### src/sic_pkg.sv
`timescale 1ns / 1ps
// shared types and constants for the segment intersection classifier
// no dependencies; used by every module of the block

package sic_pkg;

    // coordinate width default and fixed field widths
    localparam int COORD_WIDTH_DEF = 16;
    localparam int FIELD_W         = 16;
    localparam int CLASS_W         = 3;

    // point slots
    localparam int PT_A0 = 0;
    localparam int PT_A1 = 1;
    localparam int PT_B0 = 2;
    localparam int PT_B1 = 3;
    localparam int NUM_PTS = 4;

    // difference vectors needed by the four orientation tests
    localparam int D_A    = 0;  // a0 - a1
    localparam int D_B    = 1;  // b0 - b1
    localparam int D_A0B0 = 2;  // a0 - b0
    localparam int D_A0B1 = 3;  // a0 - b1
    localparam int D_B0A0 = 4;  // b0 - a0
    localparam int D_B0A1 = 5;  // b0 - a1
    localparam int NUM_DIFFS = 6;

    typedef enum logic [CLASS_W-1:0] {
        CLS_NONE         = 3'd0,
        CLS_CROSS        = 3'd1,
        CLS_TOUCH        = 3'd2,
        CLS_SHARED_END   = 3'd3,
        CLS_FULL_OVERLAP = 3'd4,
        CLS_COL_SHARED   = 3'd5,
        CLS_OVERLAP      = 3'd6,
        CLS_COL_DISJOINT = 3'd7
    } t_class;

    // sign of one orientation test; both low means collinear
    typedef struct packed {
        logic pos;
        logic neg;
    } t_orient;

    // endpoint equality and bounding box results
    typedef struct packed {
        logic eq_a0b0;
        logic eq_a0b1;
        logic eq_a1b0;
        logic eq_a1b1;
        logic box_a_b0;  // b0 inside box of a
        logic box_a_b1;
        logic box_b_a0;  // a0 inside box of b
        logic box_b_a1;
    } t_pair_flags;

endpackage

### src/sic_orient.sv
`timescale 1ns / 1ps
// one orientation test: two products in one stage, their compare in the next
// depends on sic_pkg

module sic_orient #(
    parameter int COORD_WIDTH = sic_pkg::COORD_WIDTH_DEF
) (
    input  logic                        i_clk,
    input  logic                        i_en_mul,
    input  logic                        i_en_cmp,
    input  logic signed [COORD_WIDTH:0] i_ux,
    input  logic signed [COORD_WIDTH:0] i_uy,
    input  logic signed [COORD_WIDTH:0] i_vx,
    input  logic signed [COORD_WIDTH:0] i_vy,
    output sic_pkg::t_orient            o_orient
);

    localparam int PW = 2*COORD_WIDTH + 2;

    logic signed [PW-1:0] r_left;
    logic signed [PW-1:0] r_right;
    sic_pkg::t_orient     n_orient;

    // cross product halves; the compare replaces the subtraction
    always_ff @(posedge i_clk) begin
        if (i_en_mul) begin
            r_left  <= i_ux * i_vy;
            r_right <= i_vx * i_uy;
        end
    end

    always_comb begin
        n_orient.pos = r_left > r_right;
        n_orient.neg = r_left < r_right;
    end

    always_ff @(posedge i_clk) begin
        if (i_en_cmp) begin
            o_orient <= n_orient;
        end
    end

endmodule

### config.mk
export PLATFORM = sky130hd
export DESIGN_NAME = sic_orient
export DESIGN_NICKNAME = d
export VERILOG_FILES = /design/src/sic_pkg.sv /design/src/sic_orient.sv
export SDC_FILE = /design/constraint.sdc
export NUM_CORES = 2
export LEC_CHECK = 0
export BUFFER_PORTS_ARGS = -buffer_cell sky130_fd_sc_hd__buf_2
export CAP_MARGIN = 20
export CORE_MARGIN = 2
export CORE_UTILIZATION = 60
export DETAILED_ROUTE_END_ITERATION = 12
export PLACE_DENSITY = 0.83
export SYNTH_ARGS = -nofsm -noshare
export SYNTH_HDL_FRONTEND = slang
export SYNTH_SLANG_ARGS = --single-unit
export TNS_END_PERCENT = 50
### constraint.sdc
create_clock -name i_clk -period 12.2 [get_ports i_clk]
set_input_delay 1.83 -clock i_clk [delete_from_list [all_inputs] [get_ports i_clk]]
set_output_delay 1.83 -clock i_clk [all_outputs]
set_load 0.02 [all_outputs]
# After elaboration in Yosys (flattened, before gate mapping)
# Index checks and enable logic that the tools add are counted.
op_classes:
  multipliers: 2
  order_cmp: 2
op_table:
  columns: ["operator", "count"]
  rows:
  - ["$mul A17 B17 Y34", 2]
  - ["$gt A34 B34 Y1", 1]
  - ["$lt A34 B34 Y1", 1]
word_totals:
  regBits: 70

# Longest topological paths before layout
depth:
  ltp_word: 1
  mapped_depth: 24
  depth_no_buf: 23

# Worst setup path before layout
# OpenSTA, ideal clock, no wires.
synth_timing:
  kind: "input port to flip-flop"
  startpoint: "input i_vx[10]"
  endpoint: "register r_right[31], data pin"
  setup_ns: 0.266
  arrival_ns: 7.326
  required_ns: 11.934
  slack_ns: 4.608
  cell_stages: 23
  path_buffers: 1
  path_cell_list: "clkbuf_1 -> nand2_1 -> fa_1 -> fa_1 -> inv_1 -> fa_1 -> inv_1 -> fa_1 -> inv_1 -> fa_1 -> inv_1 -> fa_1 -> inv_1 -> ha_1 -> nand2_1 -> o31ai_1 -> a31oi_1 -> a221o_1 -> a31oi_4 -> a41o_2 -> o21ai_2 -> o31ai_2 -> xor2_1"
synth_via:
  elab_chain_cells: 1
synth_lines:
  columns: ["item", "line", "rtl"]
  rows:
  - ["from (decl)", "sic_orient.sv:13", "input logic signed [COORD_WIDTH:0] i_vx,"]
  - ["$mul A17 B17 Y34", "sic_orient.sv:28", "r_right <= i_vx * i_uy;"]
  - ["to (signal assigned)", "sic_orient.sv:28", null]
  - ["to (decl)", "sic_orient.sv:21", "logic signed [PW-1:0] r_right;"]
# Every way passes these cells.
# A chain may end at the register's enable or synchronous reset.

# Final worst setup path
layout_timing:
  startpoint: "input i_vx[11]"
  endpoint: "register r_right[30], data pin"
# The elaborated chain is that of the path after synthesis.

==> reports/qor.csv <==
metric,value,unit
CTS buffer count,9,
post-cts repair resize count,0,
critical path class,input port to flip-flop,
critical path peak fanout,17,
full die area,42500,um^2
CTS tree,yes,
vias in the first global route,19517,
via count,17013,
fmax,128,MHz
register area share after synthesis,0.0857,
clk sinks,70,
setup TNS,0,ns
die span in y,206,um
GRT Util Overall,0.263,
io pins,73,
worst-case clock buffer depth,2,
htree depth,3,
unrepaired setup endpoints after global routing,false,
fin util,0.631,
Fillers,3174,
GP Congestion,0.895,
first-pass GRT wire length,89200,um
r2r worst-path depth,9,
Pins Over Slew Limit,0,
Worst setup EP type,flip-flop,
synth unique cells,53,
"Arr. time, crit path",7.90,ns
area added between synthesis and finish,4.36,%
Pre-antenna DRT Iters,5,
mapped cell area,24500,um^2
Crit path required time,12.28,ns
clock skew,0.00407,ns
final worst path period share,0.641,
DRT iter0 DRCs,1112,
HPWL reported at the end of detailed placement,43100,um
Final Hold Viols,0,
startpoint types,input port,
pin count of the biggest net entering global routing,69,
"FFs w/ async S/R, synth",0,
PortBufs,72,
"most common cell after layout, fill and taps aside",inv_1,
actual slew at the worst max-slew pin,0.884,ns
status,"complete, no violations",
cell count after synthesis,2543,
most frequent cells in the layout,"inv_1, fa_1, nand2_1",
share of post-route cells with drive strength above 1,0.0379,
Worst-Skew Late Latency,0.33,ns
Total Wirelength,51600,um
Setup Buffers After CTS,0,
initial antenna violation count,0,
Main synth FF type,edfxtp_1,
vias per inst,5.51,
DRC,0,
CTS Hold Bufs,0,
crit path time final,7.82,ns
ANT nets after route,0,
Max-Cap Viols,0,
Clk Tree Root Cell,clkbuf_16,
Synth Register Bits,70,
"EDFF count, synth",70,
worst min-delay path category,flip-flop to flip-flop,
Rel. slew slack,0.411,
remaining global-route overflow,0,
synthesized net count,3410,
CORE AREA,40600,um^2
Inserted Diodes,0,
Hold Path Stages,4,
WL/cell,16.7,um
CTS clock-pin slew for the worst setup and hold paths,0.05,ns
Starting Density,0.605,
row count,74,
Post-Syn Area per Cell,9.65,um^2
yosys warns,0,
Die X,206,um
final setup fails,0,
nets,3420,
==> routing by layer <==
metal  global-route usage  up-vias  share of wire  routed length (um)
li1                     -     7510              -                   -
met1                0.310     8809           0.37               18900
met2                0.490      532           0.54               28100
met3               0.0279      162          0.048                2490
met4                0.105        0          0.041                2120
met5                    0        -              0                   0
==> cells by family (layout without fill, tap and decap cells) <==
kind of cell	count (synthesis)	count (layout)	synth area share
adders and majority gates	796	796	0.587
buffers and inverters	734	749	0.112
and+or+nand+nor	686	686	0.139
AOI/OAI and AO/OA	185	185	0.0505
xor gates and xnor gates	71	71	0.0253
DFF	70	70	0.0857
muxes	1	1	0.000408
==> critical path, stage by stage <==
cell	delay, ns
buf_2	0.32
nand2_1	0.14
fa_1	0.53
fa_1	0.55
inv_1	0.05
fa_1	0.53
inv_1	0.06
fa_1	0.55
fa_1	0.43
fa_1	0.49
inv_1	0.05
ha_1	0.35
a21o_1	0.20
a21o_1	0.17
a21oi_1	0.20
o21ai_0	0.11
o21bai_2	0.24
a31oi_1	0.47
o311ai_1	0.26
a31oi_1	0.25
xnor2_1	0.08
==> layout make-up <==
class | count | area [um^2] | area share
Sequential cell | 70 | 2100 | 0.0821
Inverter | 660 | 2480 | 0.0967
Multi-Input combinational cell | 1739 | 19700 | 0.769
Tap cell | 532 | 666 | 0.0260
Clock buffer | 9 | 225 | 0.00879
Timing Repair Buffer | 73 | 368 | 0.0144
Clock inverter | 7 | 88.8 | 0.00347
==> through the flow <==
step	cell area (um^2)	cells	worst slack, ns	hold WS, ns
2_1_floorplan	24500	2543	4.61	0.716
3_3_place_gp	25300	3074	4.26	0.949
3_5_place_dp	25300	3074	4.12	0.960
4_1_cts	25600	3090	4.45	0.969
5_1_grt	25600	3090	4.01	1.01
6_report	25600	3090	4.38	0.978
==> cells in the mapped netlist, types with 5 or more instances <==
master / number / area share
nand4_1: 10 / 0.0025
inv_1: 660 / 0.10
a31oi_1: 5 / 0.0013
ha_1: 204 / 0.10
edfxtp_1: 70 / 0.086
xor2_1: 15 / 0.0054
o21a_1: 10 / 0.0031
and2_1: 282 / 0.072
nand2b_1: 12 / 0.0031
o21ai_0: 24 / 0.0049
nor3_1: 6 / 0.0012
nor2_1: 64 / 0.0098
a211oi_1: 7 / 0.0021
clkbuf_1: 74 / 0.011
a21o_1: 39 / 0.012
o21bai_1: 11 / 0.0034
nand2_1: 289 / 0.044
nor2b_1: 7 / 0.0018
a21oi_1: 55 / 0.011
xnor2_1: 56 / 0.020
fa_1: 592 / 0.48
==> worst paths after layout <==
| kind | startpoint | end | slack [ns] |
|---|---|---|---|
| setup / recovery | i_vx[11] | r_right[30] | 4.38 |
| hold / removal | r_right[0] | o_orient[1] | 0.98 |
| setup reg to reg | r_left[23] | o_orient[1] | 9.37 |
| hold reg to reg | r_right[0] | o_orient[1] | 0.98 |
==> state kept, by name, summed over array words and instances (netlist names) <==
register and cells:
r_left 34, r_right 34, o_orient 2
Power is left out: the tool's default activity adds up to more than one toggle a clock period on the data nets, which glitch-free logic cannot reach.
