<file path="config.mk">
export PLATFORM = sky130hd
export DESIGN_NAME = sic_classify
export DESIGN_NICKNAME = d
export VERILOG_FILES = /design/src/sic_pkg.sv /design/src/sic_classify.sv
export SDC_FILE = /design/constraint.sdc
export NUM_CORES = 1
export LEC_CHECK = 0
export BUFFER_PORTS_ARGS = -buffer_cell sky130_fd_sc_hd__clkbuf_2
export CAP_MARGIN = 30
export CORE_AREA = 2 2 39 41
export CTS_CLUSTER_DIAMETER = 200
export DETAILED_ROUTE_END_ITERATION = 16
export DIE_AREA = 0 0 41 43
export HOLD_SLACK_MARGIN = 0.02
export PLACE_DENSITY = 0.54
export SLEW_MARGIN = 25
export SYNTH_ARGS = -nofsm -noshare
export SYNTH_HDL_FRONTEND = slang
export SYNTH_SLANG_ARGS = --single-unit
</file>
<file path="constraint.sdc">
create_clock -name i_clk -period 1.29 [get_ports i_clk]
set_clock_uncertainty 0.05 [all_clocks]
set_input_delay 0.0645 -clock i_clk [delete_from_list [all_inputs] [get_ports i_clk]]
set_output_delay 0.0645 -clock i_clk [all_outputs]
set_load 0.005 [all_outputs]
</file>
<file path="src/sic_pkg.sv">
`timescale 1ns / 1ps
// shared types and constants for the segment intersection classifier
// no dependencies; used by every module of the block

package sic_pkg;

    // coordinate width default and fixed field widths
    localparam int COORD_WIDTH_DEF = 16;
    localparam int FIELD_W         = 16;
    localparam int CLASS_W         = 3;

    // point slots
    localparam int PT_A0 = 0;
    localparam int PT_A1 = 1;
    localparam int PT_B0 = 2;
    localparam int PT_B1 = 3;
    localparam int NUM_PTS = 4;

    // difference vectors needed by the four orientation tests
    localparam int D_A    = 0;  // a0 - a1
    localparam int D_B    = 1;  // b0 - b1
    localparam int D_A0B0 = 2;  // a0 - b0
    localparam int D_A0B1 = 3;  // a0 - b1
    localparam int D_B0A0 = 4;  // b0 - a0
    localparam int D_B0A1 = 5;  // b0 - a1
    localparam int NUM_DIFFS = 6;

    typedef enum logic [CLASS_W-1:0] {
        CLS_NONE         = 3'd0,
        CLS_CROSS        = 3'd1,
        CLS_TOUCH        = 3'd2,
        CLS_SHARED_END   = 3'd3,
        CLS_FULL_OVERLAP = 3'd4,
        CLS_COL_SHARED   = 3'd5,
        CLS_OVERLAP      = 3'd6,
        CLS_COL_DISJOINT = 3'd7
    } t_class;

    // sign of one orientation test; both low means collinear
    typedef struct packed {
        logic pos;
        logic neg;
    } t_orient;

    // endpoint equality and bounding box results
    typedef struct packed {
        logic eq_a0b0;
        logic eq_a0b1;
        logic eq_a1b0;
        logic eq_a1b1;
        logic box_a_b0;  // b0 inside box of a
        logic box_a_b1;
        logic box_b_a0;  // a0 inside box of b
        logic box_b_a1;
    } t_pair_flags;

endpackage

</file>
<file path="src/sic_classify.sv">
`timescale 1ns / 1ps
// last stage: intersect flag and class code from orientations and compare flags
// depends on sic_pkg

module sic_classify (
    input  logic                 i_clk,
    input  logic                 i_en,
    input  sic_pkg::t_orient     i_ta,
    input  sic_pkg::t_orient     i_tb,
    input  sic_pkg::t_orient     i_sa,
    input  sic_pkg::t_orient     i_sb,
    input  sic_pkg::t_pair_flags i_flags,
    output logic                 o_intersects,
    output sic_pkg::t_class      o_class
);

    logic            t_differ;
    logic            s_differ;
    logic            ta_col;
    logic            tb_col;
    logic            sa_col;
    logic            sb_col;
    logic            any_shared;
    logic            both_shared;
    logic            n_intersects;
    sic_pkg::t_class n_class;

    always_comb begin
        ta_col   = !i_ta.pos && !i_ta.neg;
        tb_col   = !i_tb.pos && !i_tb.neg;
        sa_col   = !i_sa.pos && !i_sa.neg;
        sb_col   = !i_sb.pos && !i_sb.neg;
        t_differ = (i_ta.pos != i_tb.pos) || (i_ta.neg != i_tb.neg);
        s_differ = (i_sa.pos != i_sb.pos) || (i_sa.neg != i_sb.neg);

        any_shared  = i_flags.eq_a0b0 || i_flags.eq_a0b1
                   || i_flags.eq_a1b0 || i_flags.eq_a1b1;
        both_shared = (i_flags.eq_a0b0 && i_flags.eq_a1b1)
                   || (i_flags.eq_a0b1 && i_flags.eq_a1b0);

        n_intersects = (t_differ && s_differ)
                    || (ta_col && i_flags.box_a_b0)
                    || (tb_col && i_flags.box_a_b1)
                    || (sa_col && i_flags.box_b_a0)
                    || (sb_col && i_flags.box_b_a1);

        n_class = sic_pkg::CLS_NONE;
        if (i_ta.neg != i_tb.neg) begin
            // exactly one end of b on the negative side of the line of a
            if (i_sa.neg != i_sb.neg) begin
                n_class = sic_pkg::CLS_CROSS;
            end else if (i_sa.pos != i_sb.pos) begin
                n_class = sic_pkg::CLS_TOUCH;
            end
        end else if (i_ta.pos != i_tb.pos) begin
            // one end of b on the line of a
            if (any_shared) begin
                n_class = sic_pkg::CLS_SHARED_END;
            end else if (i_sa.neg != i_sb.neg) begin
                n_class = sic_pkg::CLS_TOUCH;
            end
        end else if (ta_col && tb_col) begin
            if (any_shared) begin
                n_class = both_shared ? sic_pkg::CLS_FULL_OVERLAP : sic_pkg::CLS_COL_SHARED;
            end else if (i_flags.box_a_b0 && i_flags.box_a_b1) begin
                n_class = sic_pkg::CLS_OVERLAP;
            end else begin
                n_class = sic_pkg::CLS_COL_DISJOINT;
            end
        end
    end

    always_ff @(posedge i_clk) begin
        if (i_en) begin
            o_intersects <= n_intersects;
            o_class      <= n_class;
        end
    end

endmodule

</file>
Yosys cells after proc, flatten, opt, wreduce, memory -nomap -nowiden. Index checks and enable logic that the tools add are counted.

Bits in registers: 4. Output and inout port bits: 4. Logic and storage cells: 47.

Eq/ne operators: 4. Mux-type cells: 10. Reductions and logical operators: 31.

Operators with widths (number): $logic_and 1x1->1 (13); $logic_or 1x1->1 (10); $mux 2 (5); $mux 3 (3); $logic_not 1->1 (8); $ne 1x1->1 (4); $mux 1 (2).

Longest topological paths before layout.
Depth in word-level cells: 7. Mapped depth: 3. Gate-level depth less buffers: 3.

Worst setup path before layout. Ideal clock, no wire load.

Path kind: input port to flip-flop. Start point: in i_flags[6] (netlist bit). End point: reg o_class[0] (data pin). Setup time: 0.261 ns. Arrival time: 0.865 ns. Setup slack: 0.114 ns. Stages: 2. Cell sequence: or4_4 > o311a_1.

Word-level cells in the longest chain between the ends: 7.

Ends and longest elaborated chain: start: declaration (line sic_classify.sv:12) `input sic_pkg::t_pair_flags i_flags,`; $logic_and 1x1->1 or $logic_or 1x1->1 (tied branches) (line sic_classify.sv:39, sic_classify.sv:36); $logic_or 1x1->1, on equally long branches (line sic_classify.sv:39, sic_classify.sv:37); $mux 1 or $logic_or 1x1->1 (tied branches) (line sic_classify.sv:64, sic_classify.sv:37); $mux 2 (line sic_classify.sv:63) `if (any_shared) begin`; $mux 3 (line sic_classify.sv:62) `end else if (ta_col && tb_col) begin`; $mux 3 (*) (line sic_classify.sv:55) `end else if (i_ta.pos != i_tb.pos) begin`; $mux 3 (*) (line sic_classify.sv:48) `if (i_ta.neg != i_tb.neg) begin`; named net n_class[0] (line sic_classify.sv:26) `sic_pkg::t_class n_class;`; end signal: assignment (line sic_classify.sv:76) `o_class <= n_class;`; end: declaration (line sic_classify.sv:14) `output sic_pkg::t_class o_class`.

The timed path passes the listed nets; every way through them passes the cells marked *. A chain may end at the register's enable or synchronous reset.

Worst setup path after layout. Ends and elaborated chain as after synthesis.

==> run metrics <==
# IOs=22; # diodes=0; Congestion Overflow GR=0; FF+latch count, synth=4; DRC errors left=0; FP Rows=14; clock root cell=clkbuf_4; drt total wl=647 um; Num CTS Buffers=3; Synth Warn #=0; Worst Path Arrival=0.99 ns; Post-CTS Hold Fix Bufs=0; HP Class=in2reg; most common cell after layout, fill and taps aside=clkbuf_2; Worst Path Required=1.22 ns; Hold Path Depth=1; largest net degree at the start of global routing=6; initial antenna violation count=0; commonest non-fill, non-tap cells in the layout=clkbuf_2 (21), nor2_1 (4), xor2_1 (4), edfxtp_1 (4); Worst-Margin Slew=0.329 ns; Worst path max stage delay=0.54 ns; part of the power in combinational logic=26.3%; Detailed Route Iter0 Violations=8; Die Area=1760 um^2; non-filler cells, final=69; final hold slack=0.0507 ns; clock network fraction of total power=35.3%; input/output buffers=21; Synth Area in Simple Gates=23.5%; Die W=41 um; Synth Instances=28; Max clock buf depth=2; Min-Delay Endpoint=o_intersects; post_cts resized=0; Slew Viols, Final=0; Die Span Y=43 um; Worst slew margin=77.9%; detailed placement HPWL=549 um; hold_sp=i_en; net load switching power=105 uW; CP max stage cell=or4_4; Crit Path Class=in2reg; worst path bufs/invs=1; PD cells=963 nW/um^2; Internal=327 uW; Leakage=0.203 nW; CP Launch Type=input pin; minimum clock period=1.06 ns; Tcrit/Tclk final=82.1%; Mapped Area=293 um^2; Layout area overhead=53.0%; Worst setup startpoint=i_flags[6]; Synth Area in XOR/XNOR=15.0%; area of placed instances=425 um^2; wire length of the first global-routing pass=1100 um; Syn Nets=46; CP cell instances=clkbuf_2 -> or4_4 -> o311a_1; DR vias=314; post-synthesis sequential area ratio=41.0%; switch share=24.3%; vias in the first global route=277; CP top delay family=simple AND/OR/NAND/NOR gates; CTS H-tree lvls=1; Post-Synth Adder-Cell Area=0%; setup bufs post-CTS=0; Finished Cell Area=448 um^2; Final setup viols=0; CTS sink cnt=4; GRT Util Overall=9.66%; run status=complete, no violations; RSZ-0062 raised after global routing=false; post-synthesis compound-gate area fraction=20.5%; final core occ=32.4%; First-pass DRT Iterations=4; largest family of logic cells by synthesized area=simple AND/OR/NAND/NOR gates; Worst VDD drop=0.281 mV; multiplexer share of the synthesized area=0%; sequential power share=38.4%; share of cells above drive strength 1=50.9%; Final Hold Fails=0; Mean Syn Cell Area=10.5 um^2; overall power=431 uW; max frequency=0.944 GHz; GP Congestion=0.716; setup_tns=0 ns; Reg clk slew, reported paths=0.04 ns; Core Footprint=1380 um^2; nets@finish=73; Cell variety after synth=15; pre-CTS setup slack=-0.0119 ns; starting density of the core=21.2%; Max Cap Violations=0; CP Capture Type=register; maximum fanout along the worst path=3; Via density=4.55; Placed Cells=66; min setup slack post-route=0.231 ns; CTS tree=yes; Antenna Nets Post-Route=0; drt wl/cell=9.38 um
## cell families (layout without fill, tap and decap cells)
| family | Yosys count | in the layout |
|---|---|---|
| and+or+nand+nor | 11 | 11 |
| AOI/OAI and AO/OA | 8 | 8 |
| xor gates and xnor gates | 5 | 5 |
| DFF | 4 | 4 |
| buffers and inverters | 0 | 25 |
## final cells by class
cell class / count / area, um^2
Clock buffer: 3 / 22.5
Tap cell: 16 / 20.0
Timing Repair Buffer: 22 / 113
Sequential cell: 4 / 120
Multi-Input combinational cell: 24 / 173
Fill cell: 150 / 936
## Yosys cell counts
cell type | instances | area (um^2)
edfxtp_1 | 4 | 120
o211ai_1 | 1 | 7.51
a211o_1 | 1 | 8.76
nand2b_1 | 2 | 12.5
o311a_1 | 1 | 10.0
o22ai_1 | 1 | 6.26
nor2_1 | 4 | 15.0
xor2_1 | 4 | 35.0
nand3b_1 | 1 | 7.51
a21oi_1 | 1 | 5.00
nor4_2 | 1 | 12.5
a22oi_1 | 3 | 22.5
nand3_1 | 2 | 10.0
xnor2_1 | 1 | 8.76
or4_4 | 1 | 11.3
## registers in the layout, summed over array words and instances, names as in the netlist
| register | count |
|---|---|
| o_intersects | 1 |
| o_class | 3 |
## worst max path at each step
stage | endpoint | depth (start not counted) | slack [ns]
after floorplan | o_class[0] | 2 | 0.11
after global placement | o_class[0] | 3 | 0.004
after detailed placement | o_class[0] | 3 | -0.01
after CTS | o_class[0] | 3 | 0.24
after global routing | o_class[1] | 4 | 0.19
final | o_class[0] | 3 | 0.23
## per-layer routing
| metal | global-route usage [%] | vias up | wire length [um] |
|---|---|---|---|
| li1 | - | 162 | - |
| met1 | 11.7 | 132 | 291 |
| met2 | 12.2 | 16 | 268 |
| met5 | 0 | - | 0 |
| met4 | 8.00 | 0 | 17 |
| met3 | 4.71 | 4 | 70 |
## power by group through the flow
stage | logic [mW] | clock network (mW) | registers, mW
finish | 0.114 | 0.152 | 0.166
global route | 0.127 | 0.173 | 0.167
CTS | 0.115 | 0.159 | 0.166
detailed placement | 0.114 | 0 | 0.168
global placement | 0.115 | 0 | 0.167
floorplan | 0.0487 | 0 | 0.170
(Power assumes the default switching activity.)
