--- src/sic_pkg.sv ---
`timescale 1ns / 1ps
// shared types and constants for the segment intersection classifier
// no dependencies; used by every module of the block

package sic_pkg;

    // coordinate width default and fixed field widths
    localparam int COORD_WIDTH_DEF = 16;
    localparam int FIELD_W         = 16;
    localparam int CLASS_W         = 3;

    // point slots
    localparam int PT_A0 = 0;
    localparam int PT_A1 = 1;
    localparam int PT_B0 = 2;
    localparam int PT_B1 = 3;
    localparam int NUM_PTS = 4;

    // difference vectors needed by the four orientation tests
    localparam int D_A    = 0;  // a0 - a1
    localparam int D_B    = 1;  // b0 - b1
    localparam int D_A0B0 = 2;  // a0 - b0
    localparam int D_A0B1 = 3;  // a0 - b1
    localparam int D_B0A0 = 4;  // b0 - a0
    localparam int D_B0A1 = 5;  // b0 - a1
    localparam int NUM_DIFFS = 6;

    typedef enum logic [CLASS_W-1:0] {
        CLS_NONE         = 3'd0,
        CLS_CROSS        = 3'd1,
        CLS_TOUCH        = 3'd2,
        CLS_SHARED_END   = 3'd3,
        CLS_FULL_OVERLAP = 3'd4,
        CLS_COL_SHARED   = 3'd5,
        CLS_OVERLAP      = 3'd6,
        CLS_COL_DISJOINT = 3'd7
    } t_class;

    // sign of one orientation test; both low means collinear
    typedef struct packed {
        logic pos;
        logic neg;
    } t_orient;

    // endpoint equality and bounding box results
    typedef struct packed {
        logic eq_a0b0;
        logic eq_a0b1;
        logic eq_a1b0;
        logic eq_a1b1;
        logic box_a_b0;  // b0 inside box of a
        logic box_a_b1;
        logic box_b_a0;  // a0 inside box of b
        logic box_b_a1;
    } t_pair_flags;

endpackage

--- src/sic_prep.sv ---
`timescale 1ns / 1ps
// first stage: coordinate extension, difference vectors, endpoint and box compares
// depends on sic_pkg

module sic_prep #(
    parameter int COORD_WIDTH = sic_pkg::COORD_WIDTH_DEF
) (
    input  logic                      i_clk,
    input  logic                      i_en,
    input  logic [sic_pkg::FIELD_W-1:0] i_raw [2*sic_pkg::NUM_PTS],
    output logic signed [COORD_WIDTH:0] o_diff_x [sic_pkg::NUM_DIFFS],
    output logic signed [COORD_WIDTH:0] o_diff_y [sic_pkg::NUM_DIFFS],
    output sic_pkg::t_pair_flags      o_flags
);

    localparam int CW   = COORD_WIDTH;
    localparam int FW   = sic_pkg::FIELD_W;
    localparam int PI_W = $clog2(sic_pkg::NUM_PTS);

    logic signed [CW-1:0] pt_x [sic_pkg::NUM_PTS];
    logic signed [CW-1:0] pt_y [sic_pkg::NUM_PTS];
    logic signed [CW:0]   n_diff_x [sic_pkg::NUM_DIFFS];
    logic signed [CW:0]   n_diff_y [sic_pkg::NUM_DIFFS];
    sic_pkg::t_pair_flags n_flags;

    // upper field bits are ignored when the coordinate is narrower than the field
    for (genvar k = 0; k < 2*sic_pkg::NUM_PTS; k++) begin : g_ext
        logic signed [CW-1:0] ext;
        if (CW <= FW) begin : g_narrow
            assign ext = i_raw[k][CW-1:0];
        end else begin : g_wide
            assign ext = {{(CW-FW){1'b0}}, i_raw[k]};
        end
        if (k % 2 == 0) begin : g_x
            assign pt_x[k/2] = ext;
        end else begin : g_y
            assign pt_y[k/2] = ext;
        end
    end

    function automatic logic signed [CW:0] sub(input logic signed [CW-1:0] a,
                                               input logic signed [CW-1:0] b);
        logic signed [CW:0] ea;
        logic signed [CW:0] eb;
        ea = {a[CW-1], a};
        eb = {b[CW-1], b};
        return ea - eb;
    endfunction

    // inclusive range test without forming min and max first
    function automatic logic in_range(input logic signed [CW-1:0] d0,
                                      input logic signed [CW-1:0] d1,
                                      input logic signed [CW-1:0] p);
        return (p >= d0 && p <= d1) || (p >= d1 && p <= d0);
    endfunction

    function automatic logic in_box(input int unsigned i0, input int unsigned i1,
                                    input int unsigned ip);
        return in_range(pt_x[i0[PI_W-1:0]], pt_x[i1[PI_W-1:0]], pt_x[ip[PI_W-1:0]])
            && in_range(pt_y[i0[PI_W-1:0]], pt_y[i1[PI_W-1:0]], pt_y[ip[PI_W-1:0]]);
    endfunction

    function automatic logic same_pt(input int unsigned i0, input int unsigned i1);
        return pt_x[i0[PI_W-1:0]] == pt_x[i1[PI_W-1:0]]
            && pt_y[i0[PI_W-1:0]] == pt_y[i1[PI_W-1:0]];
    endfunction

    always_comb begin
        n_diff_x[sic_pkg::D_A]    = sub(pt_x[sic_pkg::PT_A0], pt_x[sic_pkg::PT_A1]);
        n_diff_y[sic_pkg::D_A]    = sub(pt_y[sic_pkg::PT_A0], pt_y[sic_pkg::PT_A1]);
        n_diff_x[sic_pkg::D_B]    = sub(pt_x[sic_pkg::PT_B0], pt_x[sic_pkg::PT_B1]);
        n_diff_y[sic_pkg::D_B]    = sub(pt_y[sic_pkg::PT_B0], pt_y[sic_pkg::PT_B1]);
        n_diff_x[sic_pkg::D_A0B0] = sub(pt_x[sic_pkg::PT_A0], pt_x[sic_pkg::PT_B0]);
        n_diff_y[sic_pkg::D_A0B0] = sub(pt_y[sic_pkg::PT_A0], pt_y[sic_pkg::PT_B0]);
        n_diff_x[sic_pkg::D_A0B1] = sub(pt_x[sic_pkg::PT_A0], pt_x[sic_pkg::PT_B1]);
        n_diff_y[sic_pkg::D_A0B1] = sub(pt_y[sic_pkg::PT_A0], pt_y[sic_pkg::PT_B1]);
        n_diff_x[sic_pkg::D_B0A0] = sub(pt_x[sic_pkg::PT_B0], pt_x[sic_pkg::PT_A0]);
        n_diff_y[sic_pkg::D_B0A0] = sub(pt_y[sic_pkg::PT_B0], pt_y[sic_pkg::PT_A0]);
        n_diff_x[sic_pkg::D_B0A1] = sub(pt_x[sic_pkg::PT_B0], pt_x[sic_pkg::PT_A1]);
        n_diff_y[sic_pkg::D_B0A1] = sub(pt_y[sic_pkg::PT_B0], pt_y[sic_pkg::PT_A1]);

        n_flags.eq_a0b0  = same_pt(sic_pkg::PT_A0, sic_pkg::PT_B0);
        n_flags.eq_a0b1  = same_pt(sic_pkg::PT_A0, sic_pkg::PT_B1);
        n_flags.eq_a1b0  = same_pt(sic_pkg::PT_A1, sic_pkg::PT_B0);
        n_flags.eq_a1b1  = same_pt(sic_pkg::PT_A1, sic_pkg::PT_B1);
        n_flags.box_a_b0 = in_box(sic_pkg::PT_A0, sic_pkg::PT_A1, sic_pkg::PT_B0);
        n_flags.box_a_b1 = in_box(sic_pkg::PT_A0, sic_pkg::PT_A1, sic_pkg::PT_B1);
        n_flags.box_b_a0 = in_box(sic_pkg::PT_B0, sic_pkg::PT_B1, sic_pkg::PT_A0);
        n_flags.box_b_a1 = in_box(sic_pkg::PT_B0, sic_pkg::PT_B1, sic_pkg::PT_A1);
    end

    always_ff @(posedge i_clk) begin
        if (i_en) begin
            o_diff_x <= n_diff_x;
            o_diff_y <= n_diff_y;
            o_flags  <= n_flags;
        end
    end

endmodule

--- config.mk ---
export PLATFORM = sky130hd
export DESIGN_NAME = sic_prep
export DESIGN_NICKNAME = d
export VERILOG_FILES = /design/src/sic_pkg.sv /design/src/sic_prep.sv
export SDC_FILE = /design/constraint.sdc
export NUM_CORES = 1
export LEC_CHECK = 0
export ABC_AREA = 0
export BUFFER_PORTS_ARGS = -buffer_cell sky130_fd_sc_hd__buf_2
export CORE_MARGIN = 2
export CORE_UTILIZATION = 35
export CTS_CLUSTER_SIZE = 28
export DETAILED_ROUTE_END_ITERATION = 8
export GPL_TIMING_DRIVEN = 0
export PLACE_DENSITY_LB_ADDON = 0.1
export SYNTH_ARGS = -nofsm -noshare
export SYNTH_HDL_FRONTEND = slang
export SYNTH_SLANG_ARGS = --single-unit
--- constraint.sdc ---
create_clock -name i_clk -period 2.9 [get_ports i_clk]
set_input_delay 0.145 -clock i_clk [delete_from_list [all_inputs] [get_ports i_clk]]
set_output_delay 0.145 -clock i_clk [all_outputs]
set_load 0.005 [all_outputs]
Word level (Yosys, flattened, before mapping)

Index checks and enable logic that the tools add are counted.

Reductions and logical operators: 32
Eq/ne operators: 8
Order comparisons: 32
$add $sub $neg: 12

Operators by type and width:

| cell                                           | count |
|---|---|
| 16-bit greater-or-equal comparator             | 16 |
| 16-bit <= comparator                           | 16 |
| 16-bit by 16-bit subtractor with 17-bit output | 12 |
| 16-bit == test                                 | 8 |
| 1-bit logical AND                              | 24 |
| 1-bit logical OR                               | 8 |

Output and inout port bits: 212
Input port bits: 130
Bits in registers: 212
Word-level logic and storage cells: 104

Longest topological paths before layout

Gate-level depths: netlist (run 1).

Depth after elaboration: 4
Gate-level depth with buffers: 12
Gate-level depth less buffers: 12

Worst setup path before layout (run 1)

No wires, ideal clock.

Path kind: input to register
Start: input port i_raw[112] in the netlist's numbering
End: register o_diff_x[101] in the netlist's numbering (data pin)
Buffers on the path: 0
Path slack: 0.499 ns
Data arrival time: 2.145 ns
Cell stages on the path: 12
Setup time: 0.256 ns
Required time: 2.644 ns
Cell sequence: inv_1 -> ha_1 -> fa_1 -> nor2b_1 -> o21ai_0 -> a21boi_0 -> o21ai_0 -> a21oi_1 -> nand4_1 -> a31oi_1 -> nand2_1 -> a31o_2

RTL lines:

| what                 | RTL line       | source |
|---|---|---|
| start, declared      | sic_prep.sv:10 | `input logic [sic_pkg::FIELD_W-1:0] i_raw [2*sic_pkg::NUM_PTS],` |
| end signal, assigned | sic_prep.sv:94 | `o_diff_x <= n_diff_x;` |
| end, declared        | sic_prep.sv:11 | `output logic signed [COORD_WIDTH:0] o_diff_x [sic_pkg::NUM_DIFFS],` |

==> results of run 1 <==
## tightest hold or removal path, delay by kind of cell
| kind | cells | cell delay [ns] |
|---|---|---|
| buffers and inverters | 2 | 0.15 |
| adders and majority gates | 1 | 0.13 |
## power groups by stage
stage               Clock [mW]  Combinational [mW]  Sequential (mW)
detailed placement           0                3.11             4.19
finish                    3.73                3.12             4.13
global route              3.98                3.49             4.18
CTS                       3.86                3.14             4.14
floorplan                    0                1.78             4.22
global placement             0                3.09             4.21
## worst paths after layout
| check | end | slack [ns] | cells after the start |
|---|---|---|---|
| max | o_diff_x[101] | 0.19 | 13 |
| min | o_diff_y[85] | 0.03 | 3 |
## cell families (layout without fill, tap and decap cells)
group	count (synthesis)	after routing	share of synthesized area [%]
AOI/OAI and AO/OA	423	423	17.4
xor gates and xnor gates	152	152	8.11
adders and majority gates	244	244	19.2
buffers and inverters	226	619	5.32
DFF	210	210	38.4
muxes	9	9	0.580
other	0	4	0
and+or+nand+nor	365	365	11.0
## final cells by class
| class | instances | area [um2] |
|---|---|---|
| Tap cell | 607 | 759 |
| Clock buffer | 33 | 741 |
| Fill cell | 4657 | 26600 |
| Clock inverter | 18 | 241 |
| Sequential cell | 210 | 6310 |
| Multi-Input combinational cell | 1193 | 9230 |
| Timing Repair Buffer | 342 | 1740 |
| Inverter | 196 | 736 |
| Antenna cell | 4 | 10.0 |
| Buffer | 30 | 138 |
## registers in the layout (all words and copies together) (netlist names)
name and count:
o_diff_y 101, o_flags 8, o_diff_x 101
## metrics by stage
stage               cell area [um2]  utilization [%]  power [mW]
global route                  19900             42.8        11.6
CTS                           19900             42.8        11.1
global placement              18900             40.6        7.30
floorplan                     16400                -        6.00
detailed placement            18900             40.7        7.30
finish                        19900             42.8        11.0
## per-layer routing
layer,global-route usage (%),vias up,wire [um]
met5,0,-,0
met4,4.16,0,721
met3,3.40,45,3200
met2,29.7,364,21200
met1,31.0,6147,25600
li1,-,6625,-
## Yosys cell counts (17+ instances only)
cell        n
xnor2_1   113
nand2b_1   26
clkbuf_1   17
nor3_1     26
o21ai_0    57
nand3_1    35
edfxtp_1  210
inv_1     196
nand4_1    22
xor2_1     39
o21bai_1   17
nand2_1    71
a21o_1     65
nor2b_1    36
ha_1      232
o21a_1     23
nor2_1    105
a21oi_1   137
==> impl_metrics.env, run 1 <==
export IMPL_max_freq_ghz=0.370
export IMPL_period_needed_ns=2.71
export IMPL_crit_top_cell="o21ai_0"
export IMPL_hold_class="input pin to flop"
export IMPL_post_dp_hpwl_um=40900
export IMPL_synth_top_area_cell="edfxtp_1"
export IMPL_coreArea_um2=46500
export IMPL_grt_usage_pct=20.2
export IMPL_root_buffer="clkbuf_16"
export IMPL_yosysUniqueCellTypes=81
export IMPL_place_ws_ns=-0.290
export IMPL_synth_edf_count=210
export IMPL_syn_area_per_cell_um2=10.1
export IMPL_ys_seq_area_share_pct=38.4
export IMPL_relSlewSlack_pct=48.1
export IMPL_cts_tree="done"
export IMPL_drc=0
export IMPL_p_int_mw=7.65
export IMPL_finalWirelength_um=50700
export IMPL_clkTransAtPathRegs_ns=0.06
export IMPL_slowest_stage="a21oi_1"
export IMPL_pwr_share_comb_pct=28.4
export IMPL_routedWlPerCell_um=19.3
export IMPL_critPathCaptureType="flop"
export IMPL_dr_total_vias=13181
export IMPL_antenna_left=0
export IMPL_p_per_area_nw_per_um2=552
export IMPL_start_util_pct=35.3
export IMPL_rsz0062_at_grt="false"
export IMPL_min_from="i_raw[64]"
export IMPL_die_area_um2=48600
export IMPL_die_h_um=221
export IMPL_antenna_found_initial=3
export IMPL_cap_violations=0
export IMPL_post_place_cells=2578
export IMPL_gp_congestion=0.901
export IMPL_grt_max_degree=118
export IMPL_final_hold_viol_count=0
export IMPL_final_cells=2633
export IMPL_power_leakage_nw=9.26
export IMPL_rows=79
export IMPL_portBuffers=341
export IMPL_seqPwrFrac_pct=37.6
export IMPL_synth_top_area_share_pct=38.4
export IMPL_synthTopCellsByArea="edfxtp_1 (38%), ha_1 (18%), xnor2_1 (6.0%)"
export IMPL_grt_pass1_wl_um=74700
export IMPL_via_per_inst=5.01
export IMPL_post_cts_buffers=0
export IMPL_layout_setup_ws_ns=0.194
export IMPL_layout_common_cells="buf_2 (347), ha_1 (232), edfxtp_1 (210)"
export IMPL_yosys_most_used_dff="edfxtp_1"
export IMPL_worst_ep_required_time_ns=3.21
export IMPL_ys_ff_latch=210
export IMPL_area_growth_pct=21.3
export IMPL_path_max_fanout=4
export IMPL_cts_sinks=210
export IMPL_period_share_pct=93.3
export IMPL_synth_warnings=0
export IMPL_grt_pass1_vias=12444
export IMPL_synth_nets=2003
export IMPL_die_x_um=221
export IMPL_critPathLaunchType="input pin"
export IMPL_grt_overflow=0
export IMPL_setup_tns_final_ns=0
export IMPL_irDropWorstVdd_v=0.000376
export IMPL_tightest_slew_ns=0.779
export IMPL_crit_type="input pin to flop"
export IMPL_drive_gt1_share_pct=21.3
export IMPL_htree_levels=1
export IMPL_cpPeakStageDelay_ns=0.45
export IMPL_p_switching_mw=3.34
export IMPL_path_buf_inv=2
export IMPL_synthCells=1629
export IMPL_worstPathArrival_ns=3.01
export IMPL_cts_buffers=28
export IMPL_firstDrtPassIters=5
export IMPL_cts_resized=0
export IMPL_whs_ns=0.0310
export IMPL_synthArstFlopShare_pct=0
export IMPL_setup_violations=0
export IMPL_io_pins=342
export IMPL_synthesis_area_um2=16400
export IMPL_drt_iter0_markers=951
export IMPL_status="completed"
export IMPL_drv_slew=0
export IMPL_cp_top_family="compound AO/OA/AOI/OAI gates"
export IMPL_ctsHoldBuffers=0
export IMPL_mostFrequentLayoutCell="buf_2"
export IMPL_num_nets_final=2375
export IMPL_switching_share_pct=30.4
export IMPL_p_clk_share_pct=34.0
export IMPL_path_cells="buf_2 -> inv_1 -> ha_1 -> fa_1 -> nor2b_1 -> o21ai_0 -> a21boi_0 -> o21ai_0 -> a21oi_1 -> nand4_1 -> a31oi_1 -> nand2_1 -> a31o_2"
export IMPL_cts_buffer_depth=3
export IMPL_crit_start="i_raw[112]"
(Power assumes the default switching activity.)
==> run 2, diff against run 1 <==
--- a/config.mk
+++ b/config.mk
@@ -13,6 +13,7 @@
 export DETAILED_ROUTE_END_ITERATION = 8
 export GPL_TIMING_DRIVEN = 0
 export PLACE_DENSITY_LB_ADDON = 0.1
+export RECOVER_POWER = 50
 export SYNTH_ARGS = -nofsm -noshare
 export SYNTH_HDL_FRONTEND = slang
 export SYNTH_SLANG_ARGS = --single-unit
==> impl_metrics.env, run 2 (synthesized netlist as in run 1, its figures left out) <==
export IMPL_status="finished, violations left"
export IMPL_violations="capacitance limit, slew limit"
export IMPL_final_cells=2633
export IMPL_drc=0
export IMPL_post_cts_buffers=0
export IMPL_ctsHoldBuffers=0
export IMPL_seqPwrFrac_pct=37.7
export IMPL_die_area_um2=48600
export IMPL_p_clk_share_pct=34.1
export IMPL_area_growth_pct=20.9
export IMPL_cp_top_family="compound AO/OA/AOI/OAI gates"
export IMPL_critPathCaptureType="flop"
export IMPL_grt_overflow=0
export IMPL_crit_top_cell="o21ai_0"
export IMPL_htree_levels=1
export IMPL_period_needed_ns=2.72
export IMPL_num_nets_final=2375
export IMPL_cts_sinks=210
export IMPL_grt_usage_pct=20.2
export IMPL_final_util_pct=42.7
export IMPL_crit_type="input pin to flop"
export IMPL_routedWlPerCell_um=19.3
export IMPL_drt_iter0_markers=826
export IMPL_p_int_mw=7.64
export IMPL_layout_common_cells="buf_2 (309), ha_1 (232), edfxtp_1 (210)"
export IMPL_antenna_found_initial=3
export IMPL_path_cells="clkbuf_1 -> inv_1 -> ha_1 -> fa_1 -> nor2b_1 -> o21ai_0 -> a21boi_0 -> o21ai_0 -> a21oi_1 -> nand4_1 -> a31oi_1 -> nand2_1 -> a31o_2"
export IMPL_final_hold_viol_count=0
export IMPL_path_buf_inv=2
export IMPL_tightest_slew_ns=2.59
export IMPL_root_buffer="clkbuf_16"
export IMPL_cap_violations=1
export IMPL_start_util_pct=35.3
export IMPL_drive_gt1_share_pct=19.3
export IMPL_cts_buffers=28
export IMPL_setup_tns_final_ns=0
export IMPL_cpPeakStageDelay_ns=0.45
export IMPL_finalPower_mw=11.0
export IMPL_hold_class="input pin to flop"
export IMPL_path_max_fanout=4
export IMPL_irDropWorstVdd_v=0.000376
export IMPL_drv_slew=94
export IMPL_reg_top3="o_diff_x: 101 flops, o_diff_y: 101 flops, o_flags: 8 flops"
export IMPL_power_leakage_nw=9.15
export IMPL_via_per_inst=5.02
export IMPL_period_share_pct=93.9
export IMPL_dr_total_vias=13210
export IMPL_grt_max_degree=118
export IMPL_rsz0062_at_grt="false"
export IMPL_rows=79
export IMPL_gp_congestion=0.901
export IMPL_critPathLaunchType="input pin"
export IMPL_relSlewSlack_pct=-72.5
export IMPL_post_dp_hpwl_um=40900
export IMPL_grt_pass1_wl_um=74700
export IMPL_antenna_left=0
export IMPL_worst_ep_required_time_ns=3.21
export IMPL_p_switching_mw=3.35
export IMPL_portBuffers=341
export IMPL_pwr_share_comb_pct=28.2
export IMPL_post_place_cells=2578
export IMPL_io_pins=342
export IMPL_firstDrtPassIters=5
export IMPL_worstPathArrival_ns=3.03
export IMPL_grt_pass1_vias=12444
export IMPL_slowest_stage="a21oi_1"
export IMPL_cts_tree="done"
export IMPL_die_h_um=221
export IMPL_p_per_area_nw_per_um2=554
export IMPL_clkTransAtPathRegs_ns=0.06
export IMPL_cts_resized=0
export IMPL_setup_violations=0
export IMPL_die_x_um=221
export IMPL_mostFrequentLayoutCell="buf_2"
export IMPL_max_freq_ghz=0.367
export IMPL_coreArea_um2=46500
export IMPL_cts_buffer_depth=3
export IMPL_switching_share_pct=30.5
export IMPL_finalWirelength_um=50800
==> run 2: changes by cell type in the layout (fill, tap and decap cells not counted) <==
cell,delta
buf_2,-38
clkbuf_1,+37
o21ai_0,+3
o21ai_1,-2
a21boi_0,+1
a21boi_1,-1
buf_1,+1
buf_8,-1
clkbuf_2,+1
o21ai_2,-1
==> run 2: stage by stage <==
step | hold slack [ns] | instance area (um2) | worst slack, ns
2_1_floorplan | 0.257 | 16400 | 0.499
3_3_place_gp | 0.537 | 18900 | -1.42
3_5_place_dp | 0.536 | 18900 | -0.290
4_1_cts | 0.00386 | 19900 | 0.275
5_1_grt | 0.0368 | 19800 | 0.0292
6_report | 0.0321 | 19800 | 0.178
==> run 2: layout make-up <==
cell class | count | area [um2]
clock inverter | 18 | 241
timing repair buffer | 342 | 1690
fill | 4669 | 26600
tap | 607 | 759
antenna | 4 | 10.0
inverter | 196 | 736
clock buffer | 33 | 741
multi-input combinational | 1193 | 9220
buffer | 30 | 138
sequential | 210 | 6310
==> run 2: final timing paths <==
path	cells past startpoint	to	startpoint	slack, ns
min	3	o_diff_y[85]	i_raw[64]	0.03
max	13	o_diff_x[101]	i_raw[112]	0.18
==> run 2: tightest hold or removal path, cell delays in order <==
cell   delay (ns)
buf_2        0.11
ha_1         0.13
inv_1        0.04
==> run 2: per-layer routing <==
metal,track usage (%),vias to the layer above,wire (um)
met5,0,-,0
met4,4.16,0,718
met3,3.40,43,3030
met2,29.7,367,21300
met1,31.0,6172,25800
li1,-,6628,-
==> run 2: power by group through the flow <==
stage,Combinational (mW),Clock [mW],Sequential (mW)
global route,3.46,3.98,4.19
detailed placement,3.11,0,4.19
floorplan,1.78,0,4.22
finish,3.10,3.74,4.14
CTS,3.14,3.86,4.14
global placement,3.09,0,4.21
